**src/rtl/sst_pkg.sv**
```systemverilog
// Shared types and constants for the sorted set table.
// Holds the operation codes, the controller states and the command word
// that the controller broadcasts to every storage cell. No dependencies.
package sst_pkg;

	// Default number of storage cells.
	localparam int CAPACITY_DEF = 64;

	// Field widths fixed by the stream format.
	localparam int KEY_W      = 32;
	localparam int OP_W       = 2;
	localparam int CFG_W      = 7;
	localparam int FIELD_W    = 7;
	localparam int OUT_DATA_W = 24;

	// Reset value of the capacity register.
	localparam logic [CFG_W-1:0] CAP_RESET = 7'd64;

	// Flipping the sign bit makes unsigned order match signed order.
	localparam logic [KEY_W-1:0] SIGN_FLIP = 32'h8000_0000;

	typedef enum logic [OP_W-1:0] {
		OP_LOOKUP = 2'd0,
		OP_INSERT = 2'd1,
		OP_REMOVE = 2'd2,
		OP_CLEAR  = 2'd3
	} op_t;

	typedef enum logic [2:0] {
		ST_IDLE,
		ST_CMP,
		ST_ENC1,
		ST_ENC2,
		ST_APPLY
	} state_t;

	// Command broadcast to all cells.
	typedef struct packed {
		logic             capture;
		logic             ins;
		logic             rem;
		logic [KEY_W-1:0] key;
	} cell_cmd_t;

endpackage

```
**src/rtl/sst_cell.sv**
```systemverilog
// One storage cell of the sorted set table: a key register and its compare flags.
// Shifts toward its upper neighbor on insert and toward its lower neighbor on remove.
// Depends on sst_pkg.
module sst_cell
	import sst_pkg::*;
#(
	parameter int INDEX = 0,
	parameter int CW    = 7
) (
	input  logic             clk,
	input  cell_cmd_t        cmd,
	input  logic [CW-1:0]    count,
	input  logic             lt_prev,
	input  logic [KEY_W-1:0] entry_prev,
	input  logic [KEY_W-1:0] entry_next,
	output logic [KEY_W-1:0] entry,
	output logic             lt,
	output logic             eq
);

	logic [KEY_W-1:0] entry_q;
	logic             lt_q;
	logic             eq_q;
	logic             occ;

	// The cell holds a live value only below the fill count.
	assign occ = (count > CW'(INDEX));

	// Compare against the broadcast key, then shift on insert or remove.
	always_ff @(posedge clk) begin
		if (cmd.capture) begin
			lt_q <= occ && (entry_q < cmd.key);
			eq_q <= occ && (entry_q == cmd.key);
		end
		if (cmd.ins && !lt_q) begin
			entry_q <= lt_prev ? cmd.key : entry_prev;
		end
		if (cmd.rem && !lt_q) begin
			entry_q <= entry_next;
		end
	end

	assign entry = entry_q;
	assign lt    = lt_q;
	assign eq    = eq_q;

endmodule

```
**config.mk**
```make
export PLATFORM = sky130hd
export DESIGN_NAME = sst_cell
export DESIGN_NICKNAME = d
export VERILOG_FILES = /design/src/rtl/sst_pkg.sv /design/src/rtl/sst_cell.sv
export SDC_FILE = /design/constraint.sdc
export NUM_CORES = 1
export LEC_CHECK = 0
export ABC_AREA = 1
export BUFFER_PORTS_ARGS = -buffer_cell sky130_fd_sc_hd__buf_2
export CORE_MARGIN = 1
export CORE_UTILIZATION = 35
export CTS_CLUSTER_DIAMETER = 200
export DETAILED_ROUTE_END_ITERATION = 8
export GPL_ROUTABILITY_DRIVEN = 0
export GPL_TIMING_DRIVEN = 0
export PLACE_DENSITY_LB_ADDON = 0.2
export SETUP_SLACK_MARGIN = 0.2
export SLEW_MARGIN = 10
export SYNTH_ARGS = -nofsm -noshare
export SYNTH_HDL_FRONTEND = slang
export SYNTH_SLANG_ARGS = --single-unit
```
**constraint.sdc**
```tcl
create_clock -name clk -period 5.95 [get_ports clk]
set_clock_uncertainty 0.1 [all_clocks]
set_input_delay 0.8925 -clock clk [delete_from_list [all_inputs] [get_ports clk]]
set_output_delay 0.8925 -clock clk [all_outputs]
set_load 0.02 [all_outputs]
```
==> impl_metrics.ini <==
[global_routing]
grt-busiest-layer = met2
first_global_vias = 2590
globalRouteOverflowTotal = 0
grt_max_degree = 33
use_met3_pct = 3.79
met2_usage_pct = 38.0
use_met1_pct = 23.3
antenna_found_initial = 0
grt.total_usage_pct = 20.0
grt_pass1_wl_um = 11800

[die]
die_x_um = 89.1
chipHeight_um = 89.1
rows = 31
start_util_pct = 36.4
die_area_um2 = 7930
core-area_um2 = 7290
io_pins = 142

[place]
portBuffers = 140
postPlaceCellArea_um2 = 3480
place_hpwl_um = 6070

[layout]
fill_cells = 779
diodes = 0
design_area_um2 = 3590
drive_gt1_share_pct = 35.5
area_growth_pct = 35.3
nets = 615

[clock_tree]
clock_latency_ns = 0.29
cts_buffer_depth = 2
cts_resized = 0
numCtsBuffers = 5
postCtsSetupRepairBufs = 0
ctsHoldBuffers = 0
cts_root_buf = clkbuf_8
clk_pin_slew_ns = 0.08
cts_tree = yes
numClockSinks = 34
cts_htree_levels = 2

[yosys]
synth-simple-area-share_pct = 24.5
synth.area.top_cells = edfxtp_1 (38%), ha_1 (15%), nand2_1 (14%), o211ai_1 (8.5%), nand3_1 (6.4%)
yosys_register_bits = 34
ys_seq_area_share_pct = 38.5
yosysTopAreaCell = edfxtp_1
post_synth_xor_area_fraction_pct = 0
synthMuxAreaShare_pct = 0
synth_adder_area_share_pct = 15.1
synth_top_family_by_area = simple AND/OR/NAND/NOR gates
yosysWarnings = 0
synth_fp_nets = 468
synth_cell_types = 22
avgSynthCellArea_um2 = 8.09
yosysTopAreaCellShare_pct = 38.5
synth_cells = 328
synth-compound-area-share_pct = 12.6
syn-cell-area_um2 = 2650

[critical_path]
slowest_delay_ns = 0.59
rr_worst_depth = 4
path_cells = buf_2 > nand2_2 > buf_4 > nand2_2
r2r_setup_slack_ns = 4.00
worstSetupStartpointType = input port
cpMostUsedCell = nand2_2
critPathSlowestCell = nand2_2
r2r_end = entry[23]
path_class = input port to flop
critPathMaxFanout = 32
end_kind = flop
r2r_start = lt
cp.arrival_ns = 1.97
required_ns = 5.77

[sta]
max_freq_ghz = 0.466
setup_tns_ns = 0
fin_crit_ns = 2.15
finalHoldViolations = 0
fin_crit_sh_pct = 36.1
rsz0062_at_grt = false
relSlewSlack_pct = 45.4
max_slew.worst_pin.slew_ns = 0.815
setup_viol = 0
slew_viol_final = 0

[routing]
num_vias = 2729
vias_per_cell = 4.75
dr.pass1.iters = 4
avgRoutedWirePerCell_um = 13.6
drt_iter0_drc = 73
ant_nets = 0
drc_errors = 0
drt_wl_total_um = 7830

[worst_hold_path]
min-delay-start = lt
whs_path_depth = 3
hold_class = flop to flop
min_to = entry[1]

[pwr]
powerDensity_nw_per_um2 = 226
leakage_uw = 0.00189
peakVddDrop_v = 0.000132

[outcome]
status = finished clean

[job]
max_cap_viol_count = 0
[registers in the layout, indices dropped and copies added (netlist names)]
register	cells
lt	1
entry	32
eq	1
[report_power, final]
| part | internal [uW] | switching [uW] | leakage [uW] | total [uW] |
|---|---|---|---|---|
| Combinational | 105 | 166 | 0.00151 | 272 |
| Sequential | 307 | 15.8 | 0.000328 | 322 |
| Clock | 123 | 92.4 | 0.0000579 | 216 |
| Total | 535 | 275 | 0.00189 | 810 |
[logic make-up (layout without fill, tap and decap cells)]
group,count (synthesis),after routing
flip-flops,34,34
buffers and inverters,59,207
adder cells (fa/ha/maj),32,32
AND/OR/NAND/NOR,153,153
AO/OA/AOI/OAI,50,50
[per-stage QoR]
step	hold slack, ns	setup WS, ns	std cells	power (uW)	utilization [%]
6_report	0.597	3.80	575	810	49.2
3_5_place_dp	0.585	3.48	567	602	47.7
4_1_cts	0.596	3.78	575	816	49.2
3_3_place_gp	0.578	2.96	567	596	47.7
2_1_floorplan	0.718	3.61	328	496	-
5_1_grt	0.644	3.71	575	862	49.2
[metal layers]
metal | share of wire [%] | wire [um] | vias to the layer above
li1 | - | - | 1419
met1 | 42 | 3300 | 1221
met2 | 51 | 4010 | 83
met3 | 5.5 | 433 | 6
met4 | 1.0 | 80 | 0
met5 | 0 | 0 | -
[worst max-delay path by stage]
stage,from,end,depth (start not counted)
floorplan,cmd[32],entry[0],3
global placement,cmd[32],entry[8],4
detailed placement,cmd[32],entry[8],4
CTS,cmd[32],entry[17],4
global route,cmd[32],entry[23],4
finish,cmd[32],entry[23],4
[worst max-delay path: cells and delay by family]
kind	cells	cell delay (ns)
buf+inv	2	0.32
simple gates	2	0.71
[placed cells by master (no fill, tap or decap), types with 5 or more instances in the layout]
| cell | n |
|---|---|
| a21oi_1 | 14 |
| buf_2 | 150 |
| clkbuf_8 | 5 |
| edfxtp_1 | 34 |
| ha_1 | 32 |
| inv_1 | 41 |
| nand2_1 | 96 |
| nand3_1 | 34 |
| nor2_1 | 13 |
| o211ai_1 | 30 |
[cell type report]
type | instances | area (um^2) | area share, %
multi-input cells | 235 | 1390 | 38.6
flip-flops and latches | 34 | 1020 | 28.4
repair buffers | 140 | 701 | 19.5
inverters | 43 | 161 | 4.50
well taps | 99 | 124 | 3.45
plain buffers | 16 | 87.6 | 2.44
clock buffers | 5 | 68.8 | 1.92
clock inverters | 3 | 40.0 | 1.12
[synthesized netlist by cell type]
library cell  count
a21o_1            1
a21oi_1          14
a31oi_1           1
buf_2            10
buf_4             4
clkbuf_1          2
edfxtp_1         34
ha_1             32
inv_1            41
inv_2             2
nand2_1          97
nand2_2           1
nand3_1          34
nand4_1           4
nor2_1           13
nor3_1            1
nor3_2            3
o211ai_1         30
o21a_1            1
o21ai_0           1
o21ai_1           1
o21bai_1          1
(Power assumes the default switching activity.)
