$ cat config.mk
export PLATFORM = sky130hd
export DESIGN_NAME = sst_encoder
export DESIGN_NICKNAME = d
export VERILOG_FILES = /design/src/rtl/sst_pkg.sv /design/src/rtl/sst_encoder.sv
export SDC_FILE = /design/constraint.sdc
export NUM_CORES = 1
export LEC_CHECK = 0
export BUFFER_PORTS_ARGS = -buffer_cell sky130_fd_sc_hd__buf_2
export CORE_UTILIZATION = 37
export DETAILED_ROUTE_END_ITERATION = 10
export HOLD_SLACK_MARGIN = 0.15
export MAX_ROUTING_LAYER = met4
export PLACE_DENSITY = 0.78
export SLEW_MARGIN = 20
export SYNTH_ARGS = -nofsm -noshare
export SYNTH_HDL_FRONTEND = slang
export SYNTH_SLANG_ARGS = --single-unit
$ cat constraint.sdc
create_clock -name clk -period 1.4 [get_ports clk]
set_input_delay 0.28 -clock clk [delete_from_list [all_inputs] [get_ports clk]]
set_output_delay 0.28 -clock clk [all_outputs]
set_load 0.01 [all_outputs]
$ cat src/rtl/sst_pkg.sv
// Shared types and constants for the sorted set table.
// Holds the operation codes, the controller states and the command word
// that the controller broadcasts to every storage cell. No dependencies.
package sst_pkg;

	// Default number of storage cells.
	localparam int CAPACITY_DEF = 64;

	// Field widths fixed by the stream format.
	localparam int KEY_W      = 32;
	localparam int OP_W       = 2;
	localparam int CFG_W      = 7;
	localparam int FIELD_W    = 7;
	localparam int OUT_DATA_W = 24;

	// Reset value of the capacity register.
	localparam logic [CFG_W-1:0] CAP_RESET = 7'd64;

	// Flipping the sign bit makes unsigned order match signed order.
	localparam logic [KEY_W-1:0] SIGN_FLIP = 32'h8000_0000;

	typedef enum logic [OP_W-1:0] {
		OP_LOOKUP = 2'd0,
		OP_INSERT = 2'd1,
		OP_REMOVE = 2'd2,
		OP_CLEAR  = 2'd3
	} op_t;

	typedef enum logic [2:0] {
		ST_IDLE,
		ST_CMP,
		ST_ENC1,
		ST_ENC2,
		ST_APPLY
	} state_t;

	// Command broadcast to all cells.
	typedef struct packed {
		logic             capture;
		logic             ins;
		logic             rem;
		logic [KEY_W-1:0] key;
	} cell_cmd_t;

endpackage

$ cat src/rtl/sst_encoder.sv
// Two-stage one-hot encoder for the insertion boundary of the cell row.
// Stage one encodes groups of eight cells, stage two merges the groups.
// Depends on sst_pkg only through the importing convention.
module sst_encoder
	import sst_pkg::*;
#(
	parameter int N  = 65,
	parameter int PW = 7
) (
	input  logic          clk,
	input  logic [N-1:0]  bnd,
	input  logic [N-1:0]  hit,
	output logic [PW-1:0] pos,
	output logic          found
);

	localparam int G = (N + 7) / 8;

	logic [2:0]    grp_idx_s1 [G];
	logic          grp_any_s1 [G];
	logic          grp_hit_s1 [G];
	logic [PW-1:0] pos_s2;
	logic          found_s2;
	logic [PW-1:0] pos_c;
	logic          found_c;

	// Stage one: local index and flags of each group of eight.
	always_ff @(posedge clk) begin
		for (int g = 0; g < G; g++) begin
			logic [2:0] idx;
			logic       any;
			logic       hh;
			idx = '0;
			any = 1'b0;
			hh  = 1'b0;
			for (int j = 0; j < 8; j++) begin
				if (g * 8 + j < N) begin
					if (bnd[g * 8 + j]) begin
						idx = idx | 3'(j);
						any = 1'b1;
					end
					hh = hh | hit[g * 8 + j];
				end
			end
			grp_idx_s1[g] <= idx;
			grp_any_s1[g] <= any;
			grp_hit_s1[g] <= hh;
		end
	end

	// Stage two: merge the group results; exactly one boundary bit is set.
	always_comb begin
		pos_c   = '0;
		found_c = 1'b0;
		for (int g = 0; g < G; g++) begin
			if (grp_any_s1[g]) begin
				pos_c = pos_c | PW'(g * 8) | PW'(grp_idx_s1[g]);
			end
			found_c = found_c | grp_hit_s1[g];
		end
	end

	always_ff @(posedge clk) begin
		pos_s2   <= pos_c;
		found_s2 <= found_c;
	end

	assign pos   = pos_s2;
	assign found = found_s2;

endmodule

==> impl_metrics.py, run 1 <==
metrics = {
    "run_status": {
        "status": "finished, final reports clean",
    },
    "clocking": {
        "clkTransAtPathRegs_ns": 0.08,
        "worst_skew_pair.late_latency_ns": 0.29,
        "root_buffer": "clkbuf_8",
        "clock_path_buffers": 2,
        "cts_setup_buffers": 0,
        "htreeDepth": 2,
        "cts_sinks": 50,
        "cts_tree": "done",
        "cts_made_buffers": 5,
    },
    "routing": {
        "vias_per_cell": 4.88,
        "drc_errors": 0,
        "wl_per_cell_microns": 11.9,
        "wirelength_microns": 4000,
        "vias": 1641,
        "antenna_left": 0,
        "drt_iter0_markers": 63,
        "drtPass1Iterations": 4,
    },
    "global_routing": {
        "overflow": 0,
        "antenna_found_initial": 0,
        "grt_pass1_wl_microns": 5840,
        "grt_pass1_vias": 1438,
        "grt_usage_pct": 17.9,
        "grt_max_degree": 15,
    },
    "layout": {
        "nNetsFinal": 417,
        "syn_to_final_growth_pct": 53.8,
        "design_area_sq_mm": 0.00253,
        "layout-drive-gt1-share_pct": 55.9,
        "n_antenna_cell": 0,
        "fin_util_pct": 61.1,
        "fillers": 369,
    },
    "synth": {
        "ys_top_cells_by_area": "dfxtp_1, nor4_1, or4_1",
        "post_synth_num_cell_types": 13,
        "yosysWarnings": 0,
        "syn_inst": 139,
        "synth_top_area_cell": "dfxtp_1",
        "syn-cell-area_sq_mm": 0.00165,
        "synth.avg_cell_area_sq_um": 11.9,
        "synth_top_area_share_pct": 60.7,
        "synth-seq-cells": 50,
        "seq_area_frac_synth_pct": 60.7,
        "synth_nets": 270,
    },
    "placement": {
        "placed_area_sq_mm": 0.00240,
        "pre_cts_slack_ns": 0.206,
        "io_buffers": 138,
        "gp_congestion": 0.734,
        "dpl.hpwl_microns": 3430,
    },
    "floorplan": {
        "core-area_sq_mm": 0.00414,
        "start_util_pct": 39.8,
        "ios": 139,
        "dieArea_sq_mm": 0.00472,
        "die_w_microns": 68.7,
        "die_y_microns": 68.7,
        "rows": 23,
    },
    "critical_path": {
        "crit_chain": "buf_2",
        "cp_max_fo": 1,
        "critPathKind": "reg -> out",
        "crit_buf_inv": 1,
        "timing.rr.end": "pos[4]$_SDFF_PP1_",
        "worst-path-stages": 1,
        "reg2reg_from": "grp_any_s1[0][2]$_DFF_P_",
        "arrival_ns": 0.73,
        "critical-path-top-delay-family": "flip-flops",
        "r2r_cells": 1,
        "cp-end-kind": "output port",
        "critPathMaxStageDelay_ns": 0.32,
        "cp_slowest_cell": "dfxtp_1",
        "startpoint_type": "flip-flop",
        "crit_required_ns": 1.12,
        "r2r_slack_ns": 0.42,
    },
    "sta": {
        "post-route-min-period_ns": 1.01,
        "worst_slack_ns": 0.387,
        "fin_worst_skew_ns": 0.00564,
        "setup_violations": 0,
        "final.setup.tns_ns": 0,
        "worst_slew_pin_slew_ns": 0.510,
        "fin_crit_sh_pct": 72.4,
        "fmax_mhz": 987,
        "drv_slew": 0,
        "slew_headroom_pct": 65.7,
        "rsz0062_at_grt": "no",
        "finalHoldViolCount": 0,
    },
    "min_path": {
        "hold_end": "grp_hit_s1[0][7]$_DFF_P_",
        "hp-start": "hit[63]",
        "worstHoldPathCells": 3,
        "hp-class": "in -> reg",
    },
    "run": {
        "maxCapViolCount": 0,
    },
    "power_and_ir_drop": {
        "peakVddDrop_uv": 602,
        "p_total_mw": 2.69,
        "cellPowerDensity_mw_per_mm2": 1060,
        "p_leak_nw": 1.14,
    },
}
cell type report:
type	instances	area, sq um	share of cell area, %
tap	50	62.6	2.47
clock inverter	1	30.0	1.19
sequential	50	1000	39.5
multi-input combinational	89	647	25.5
clock buffer	6	82.6	3.26
timing repair buffer	140	711	28.0
power by group:
group | switching [mW] | total [mW] | leakage, nW | internal, mW
Sequential | 0.00771 | 1.45 | 0.408 | 1.45
Combinational | 0.0859 | 0.246 | 0.678 | 0.160
Clock | 0.421 | 0.992 | 0.0573 | 0.571
cell usage in the layout, fill, tap and decap left out:
cell type / n
clkbuf_8: 6
dlygate4sd3_1: 2
or4_2: 1
or4_4: 7
bufinv_16: 1
nor4_1: 24
nand3_1: 2
dfxtp_1: 50
or4_1: 17
nand2b_1: 1
nor3_1: 3
a22oi_1: 12
buf_2: 138
nor2_1: 3
nand2_1: 9
nand2b_4: 7
nand4_1: 3
kinds of logic (layout without fill, tap and decap cells):
logic type	Yosys count	count (layout)	synth area share, %
buffers and inverters	0	147	0
AND/OR/NAND/NOR	77	77	33.8
flip-flops	50	50	60.7
AO/OA/AOI/OAI	12	12	5.47
what timing repair did:
item,4_1_cts,5_1_grt
hold endpoints to repair,2,0
hold buffers,2,0
setup endpoints to repair,0,0
gates resized for setup,0,0
state kept, by name (all words and copies together) (netlist names):
signal	flops
grp_idx_s1	24
found	1
pos	7
grp_any_s1	9
grp_hit_s1	9
synth_stat cells (all sizes together):
cell type  count
nor3           3
nand2b         8
nand2          9
a22oi         12
or4           25
nand3          2
nor4          24
nor2           3
dfxtp         50
nand4          3
worst max-delay path by stage:
stage                   start                     endpoint  slack, ns
2_1_floorplan         bnd[14]     grp_any_s1[0][1]$_DFF_P_       0.34
3_3_place_gp          bnd[27]     grp_any_s1[0][3]$_DFF_P_       0.22
3_5_place_dp          bnd[29]  grp_idx_s1[0][9]$_SDFF_PP1_       0.21
4_1_cts        pos[0]$_DFF_P_                       pos[0]       0.36
5_1_grt        pos[0]$_DFF_P_                       pos[0]       0.33
6_report       pos[0]$_DFF_P_                       pos[0]       0.39
metrics by stage:
step | instances | hold slack [ns]
after CTS | 336 | 0.156
after detailed placement | 327 | 0.321
after global placement | 327 | 0.314
after floorplan | 139 | 0.308
after global routing | 336 | 0.164
final | 336 | 0.167
metal layers:
layer  GRT usage [%]  up-vias  share of wire, %
li1                -      853                 -
met1            20.3      714                43
met2            28.9       67                49
met3            5.26        7               6.2
met4            8.16        0               1.9
met5               -        -                 0
(Power assumes the default switching activity.)
==> inputs of run 2 (changes only) <==
clock period = 1 ns   (was 1.4 ns; I/O delays follow)
==> run 2 against run 1 <==
The flow now finishes with violations (negative setup slack). Critical path depth rose by 3. Clock skew rose by 0.0029 ns. Worst setup slack got worse by 0.44 ns. Die area did not move. Clock power rose by 11%. Final area rose by 12%. Critical endpoint is now grp_hit_s1[0][2]$_DFF_P_.
==> impl_metrics.py, run 2 (synthesized netlist as in run 1, its figures left out) <==
metrics = {
    "critical_path": {
        "r2r_slack_ns": 0.02,
        "cp_slowest_cell": "dlygate4sd3_1",
        "startpoint_type": "primary input",
        "crit_buf_inv": 2,
        "critical-path-top-delay-family": "buffers and inverters",
        "cp_max_fo": 1,
        "worst-path-stages": 4,
        "crit_chain": "dlygate4sd3_1, buf_2, nor4_2, nand2_1",
        "cp-end-kind": "flip-flop",
        "r2r_cells": 1,
        "arrival_ns": 1.23,
        "critPathKind": "in -> reg",
        "critPathMaxStageDelay_ns": 0.53,
        "crit_required_ns": 1.18,
    },
    "power_and_ir_drop": {
        "p_leak_nw": 1.28,
        "cellPowerDensity_mw_per_mm2": 1260,
        "peakVddDrop_uv": 831,
    },
    "floorplan": {
        "ios": 139,
        "die_w_microns": 68.7,
        "die_y_microns": 68.7,
        "dieArea_sq_mm": 0.00472,
        "start_util_pct": 39.8,
        "core-area_sq_mm": 0.00414,
        "rows": 23,
    },
    "routing": {
        "drtPass1Iterations": 4,
        "drt_iter0_markers": 67,
        "antenna_left": 0,
        "drc_errors": 0,
        "wirelength_microns": 4920,
        "wl_per_cell_microns": 13.4,
        "vias_per_cell": 4.94,
        "vias": 1812,
    },
    "layout": {
        "n_antenna_cell": 0,
        "nNetsFinal": 448,
        "layout-drive-gt1-share_pct": 55.8,
        "final_common_cell": "buf_2",
        "fin_cells": 367,
        "syn_to_final_growth_pct": 72.6,
        "reg_top3": "grp_idx_s1 x24, grp_any_s1 x9, grp_hit_s1 x9",
        "largest_reg_flops": 24,
        "final_cell_mix": "buf_2, dfxtp_1, dlygate4sd3_1",
        "fin_util_pct": 68.6,
        "max_flop_register": "grp_idx_s1",
    },
    "global_routing": {
        "grt_pass1_vias": 1766,
        "grt_pass1_wl_microns": 7290,
        "grt_max_degree": 16,
        "antenna_found_initial": 0,
        "grt_usage_pct": 22.0,
        "overflow": 0,
    },
    "run": {
        "maxCapViolCount": 0,
    },
    "placement": {
        "gp_congestion": 0.737,
        "placedCellCount": 336,
        "dpl.hpwl_microns": 3490,
        "io_buffers": 138,
    },
    "sta": {
        "post-route-min-period_ns": 1.05,
        "fmax_mhz": 951,
        "drv_slew": 0,
        "worst_slack_ns": -0.0518,
        "finalHoldViolCount": 0,
        "final.setup.tns_ns": -0.0518,
        "slew_headroom_pct": 75.7,
        "worst_slew_pin_slew_ns": 0.362,
        "setup_violations": 1,
        "fin_worst_skew_ns": 0.00851,
        "fin_crit_sh_pct": 105,
    },
    "clocking": {
        "clkTransAtPathRegs_ns": 0.08,
        "cts_tree": "done",
        "worst_skew_pair.late_latency_ns": 0.30,
        "htreeDepth": 2,
        "root_buffer": "clkbuf_8",
        "clock_path_buffers": 2,
        "cts_sinks": 50,
        "cts_made_buffers": 5,
    },
    "min_path": {
        "worstHoldPathCells": 3,
        "hp-class": "in -> reg",
    },
    "run_status": {
        "violations": "negative setup slack",
        "status": "finished with violations",
    },
}
## run 2: routing by layer
| layer | up-vias | share of wire (%) | track usage (%) |
|---|---|---|---|
| li1 | 913 | - | - |
| met3 | 13 | 6.3 | 7.24 |
| met2 | 79 | 52 | 36.2 |
| met1 | 807 | 40 | 24.3 |
| met4 | 0 | 2.3 | 9.69 |
| met5 | - | 0 | - |
## run 2: tightest hold or removal path, cell delays in order
cell	delay, ns
buf_2	0.07
nor4_1	0.04
nand2_1	0.04
## run 2: area by class of cell
cell class / count / area, sq um
clock buffers: 5 / 68.8
clock inverters: 2 / 15.0
flip-flops and latches: 50 / 1000
well taps: 50 / 62.6
multi-input cells: 89 / 682
repair buffers: 171 / 1010
fillers: 334 / 1300
## run 2: timing repair
item,4_1_cts,5_1_grt
gates resized for setup,1,10
hold buffers,22,4
endpoints found under the hold margin,35,32
pin swaps,0,3
setup buffers,1,0
endpoints found under the setup margin,1,7
## run 2: metrics by stage
step | worst slack, ns | power [mW] | hold WS, ns | area (sq um)
2_1_floorplan | 0.0238 | 2.14 | 0.228 | 1650
3_3_place_gp | -0.0879 | 2.42 | 0.303 | 2470
3_5_place_dp | -0.130 | 2.43 | 0.304 | 2470
4_1_cts | 0.00974 | 3.58 | 0.0834 | 2780
5_1_grt | -0.0643 | 3.75 | 0.0758 | 2840
6_report | -0.0518 | 3.58 | 0.0871 | 2840
## run 2: path summary, 6_finish.rpt
path / startpoint / to
worst min register to register: grp_any_s1[0][8]$_DFF_P_ / pos[6]$_SDFF_PP1_
worst max-delay path: hit[22] / grp_hit_s1[0][2]$_DFF_P_
worst max register to register: grp_any_s1[0][2]$_DFF_P_ / pos[4]$_SDFF_PP1_
worst min-delay path: hit[12] / grp_hit_s1[0][1]$_DFF_P_
## run 2: power breakdown
part | switching, mW | total [mW] | internal [mW]
combinational | 0.153 | 0.447 | 0.294
clock | 0.625 | 1.10 | 0.478
sequential | 0.0102 | 2.03 | 2.02
total | 0.788 | 3.58 | 2.79
==> inputs of run 3 (changes only) <==
PLACE_DENSITY = 0.79   (was 0.78)
==> run 3 against run 2 <==
The flow still finishes with violations (negative setup slack). Die area unchanged. Maximum frequency rose by 1.6%. Wire length increased by 1.9%. First-iteration DRC count shrank 10%. Sequential share of layout area is essentially flat. Sequential power is essentially flat. Combinational power about the same. Cell count is 0.27% higher. Total power down 1.7%. Via count shrank 0.50%. Critical endpoint is now grp_hit_s1[0][6]$_DFF_P_.
==> impl_metrics.py, run 3 (synthesized netlist as in run 1, its figures left out) <==
metrics = {
    "layout": {
        "nNetsFinal": 449,
        "syn_to_final_growth_pct": 72.2,
        "max_flop_register": "grp_idx_s1",
        "final_common_cell": "buf_2",
        "design_area_sq_mm": 0.00284,
        "fin_util_pct": 68.5,
        "fin_cells": 368,
        "reg_top3": "grp_idx_s1 x24, grp_any_s1 x9, grp_hit_s1 x9",
        "largest_reg_flops": 24,
        "fillers": 311,
        "layout-drive-gt1-share_pct": 56.6,
        "final_cell_mix": "buf_2, dfxtp_1, dlygate4sd3_1",
        "n_antenna_cell": 0,
    },
    "sta": {
        "worst_slack_ns": -0.0357,
        "setup_violations": 1,
        "slew_headroom_pct": 78.2,
        "drv_slew": 0,
        "final.setup.tns_ns": -0.0357,
        "rsz0062_at_grt": "yes",
        "fmax_mhz": 965,
        "fin_crit_sh_pct": 104,
        "finalHoldWorstSlack_ns": 0.0953,
        "worst_slew_pin_slew_ns": 0.324,
        "post-route-min-period_ns": 1.04,
        "finalHoldViolCount": 0,
        "fin_worst_skew_ns": 0.00320,
    },
    "routing": {
        "antenna_left": 0,
        "drt_iter0_markers": 60,
        "vias_per_cell": 4.90,
        "vias": 1803,
        "wl_per_cell_microns": 13.6,
        "drtPass1Iterations": 4,
        "wirelength_microns": 5010,
        "drc_errors": 0,
    },
    "power_and_ir_drop": {
        "p_leak_nw": 1.27,
        "p_total_mw": 3.52,
        "p_comb_share_pct": 12.6,
        "swShare_pct": 20.7,
        "p_switching_mw": 0.727,
        "peakVddDrop_uv": 636,
        "cellPowerDensity_mw_per_mm2": 1240,
        "internal_power_mw": 2.79,
        "pwr-share-seq_pct": 57.8,
        "power.share.clock_pct": 29.6,
    },
    "clocking": {
        "cts_made_buffers": 5,
        "clock_path_buffers": 2,
        "cts_tree": "done",
        "root_buffer": "clkbuf_8",
        "cts_sinks": 50,
        "clkTransAtPathRegs_ns": 0.08,
        "cts_setup_buffers": 0,
        "worst_skew_pair.late_latency_ns": 0.28,
        "htreeDepth": 2,
    },
    "global_routing": {
        "grt_pass1_wl_microns": 7220,
        "grt_pass1_vias": 1711,
        "overflow": 0,
        "antenna_found_initial": 0,
        "grt_max_degree": 14,
        "grt_usage_pct": 21.6,
    },
    "placement": {
        "gp_congestion": 0.816,
        "dpl.hpwl_microns": 3730,
        "placedCellCount": 339,
        "placed_area_sq_mm": 0.00249,
        "io_buffers": 138,
        "pre_cts_slack_ns": -0.122,
    },
    "critical_path": {
        "cp_max_fo": 1,
        "cp-end-kind": "flip-flop",
        "r2r_cells": 1,
        "critPathKind": "in -> reg",
        "crit_required_ns": 1.17,
        "startpoint": "hit[52]",
        "reg2reg_from": "grp_any_s1[0][1]$_DFF_P_",
        "timing.rr.end": "pos[3]$_SDFF_PP1_",
        "startpoint_type": "primary input",
        "cp-endpoint": "grp_hit_s1[0][6]$_DFF_P_",
        "arrival_ns": 1.20,
        "r2r_slack_ns": 0.02,
    },
    "run": {
        "maxCapViolCount": 0,
    },
    "floorplan": {
        "ios": 139,
        "dieArea_sq_mm": 0.00472,
        "core-area_sq_mm": 0.00414,
        "die_w_microns": 68.7,
        "die_y_microns": 68.7,
        "rows": 23,
        "start_util_pct": 39.8,
    },
    "min_path": {
        "worstHoldPathCells": 3,
        "hp-start": "hit[44]",
        "hp-class": "in -> reg",
    },
    "run_status": {
        "violations": "negative setup slack",
        "status": "finished with violations",
    },
}
==> run 3: layer usage <==
metal | track usage (%) | wire length (microns) | vias up
li1 | - | - | 911
met1 | 24.3 | 2060 | 812
met2 | 37.9 | 2600 | 72
met3 | 4.11 | 250 | 8
met4 | 8.42 | 94 | 0
met5 | - | 0 | -
==> run 3: layout make-up <==
type | count | area (sq um) | area share (%)
flip-flops and latches | 50 | 1000 | 35.3
clock buffers | 7 | 76.3 | 2.69
repair buffers | 172 | 1000 | 35.3
multi-input cells | 89 | 696 | 24.5
well taps | 50 | 62.6 | 2.20
==> run 3: worst max-delay path: stages <==
cell           delay [ns]
dlygate4sd3_1        0.53
buf_2                0.12
nor4_2               0.26
nand2_1              0.09
==> run 3: repair_timing <==
action / CTS / global route
hold buffers: 19 / 3
gates resized for setup: 0 / 10
hold endpoints to repair: 35 / 31
setup endpoints to repair: 0 / 7
==> run 3: power groups by stage <==
stage / Sequential, mW / Clock (mW) / Combinational, mW
after floorplan: 2.08 / 0 / 0.0584
after global placement: 2.08 / 0 / 0.342
after detailed placement: 2.08 / 0 / 0.354
after CTS: 2.03 / 1.07 / 0.412
after global routing: 2.04 / 1.16 / 0.490
final: 2.03 / 1.04 / 0.444
==> run 3: how the worst min path moves through the flow <==
stage	slack (ns)	end
after floorplan	0.23	grp_any_s1[0][8]$_DFF_P_
after global placement	0.30	grp_hit_s1[0][8]$_DFF_P_
after detailed placement	0.30	grp_any_s1[0][8]$_DFF_P_
after CTS	0.09	grp_hit_s1[0][0]$_DFF_P_
after global routing	0.09	grp_hit_s1[0][2]$_DFF_P_
final	0.1	grp_hit_s1[0][5]$_DFF_P_
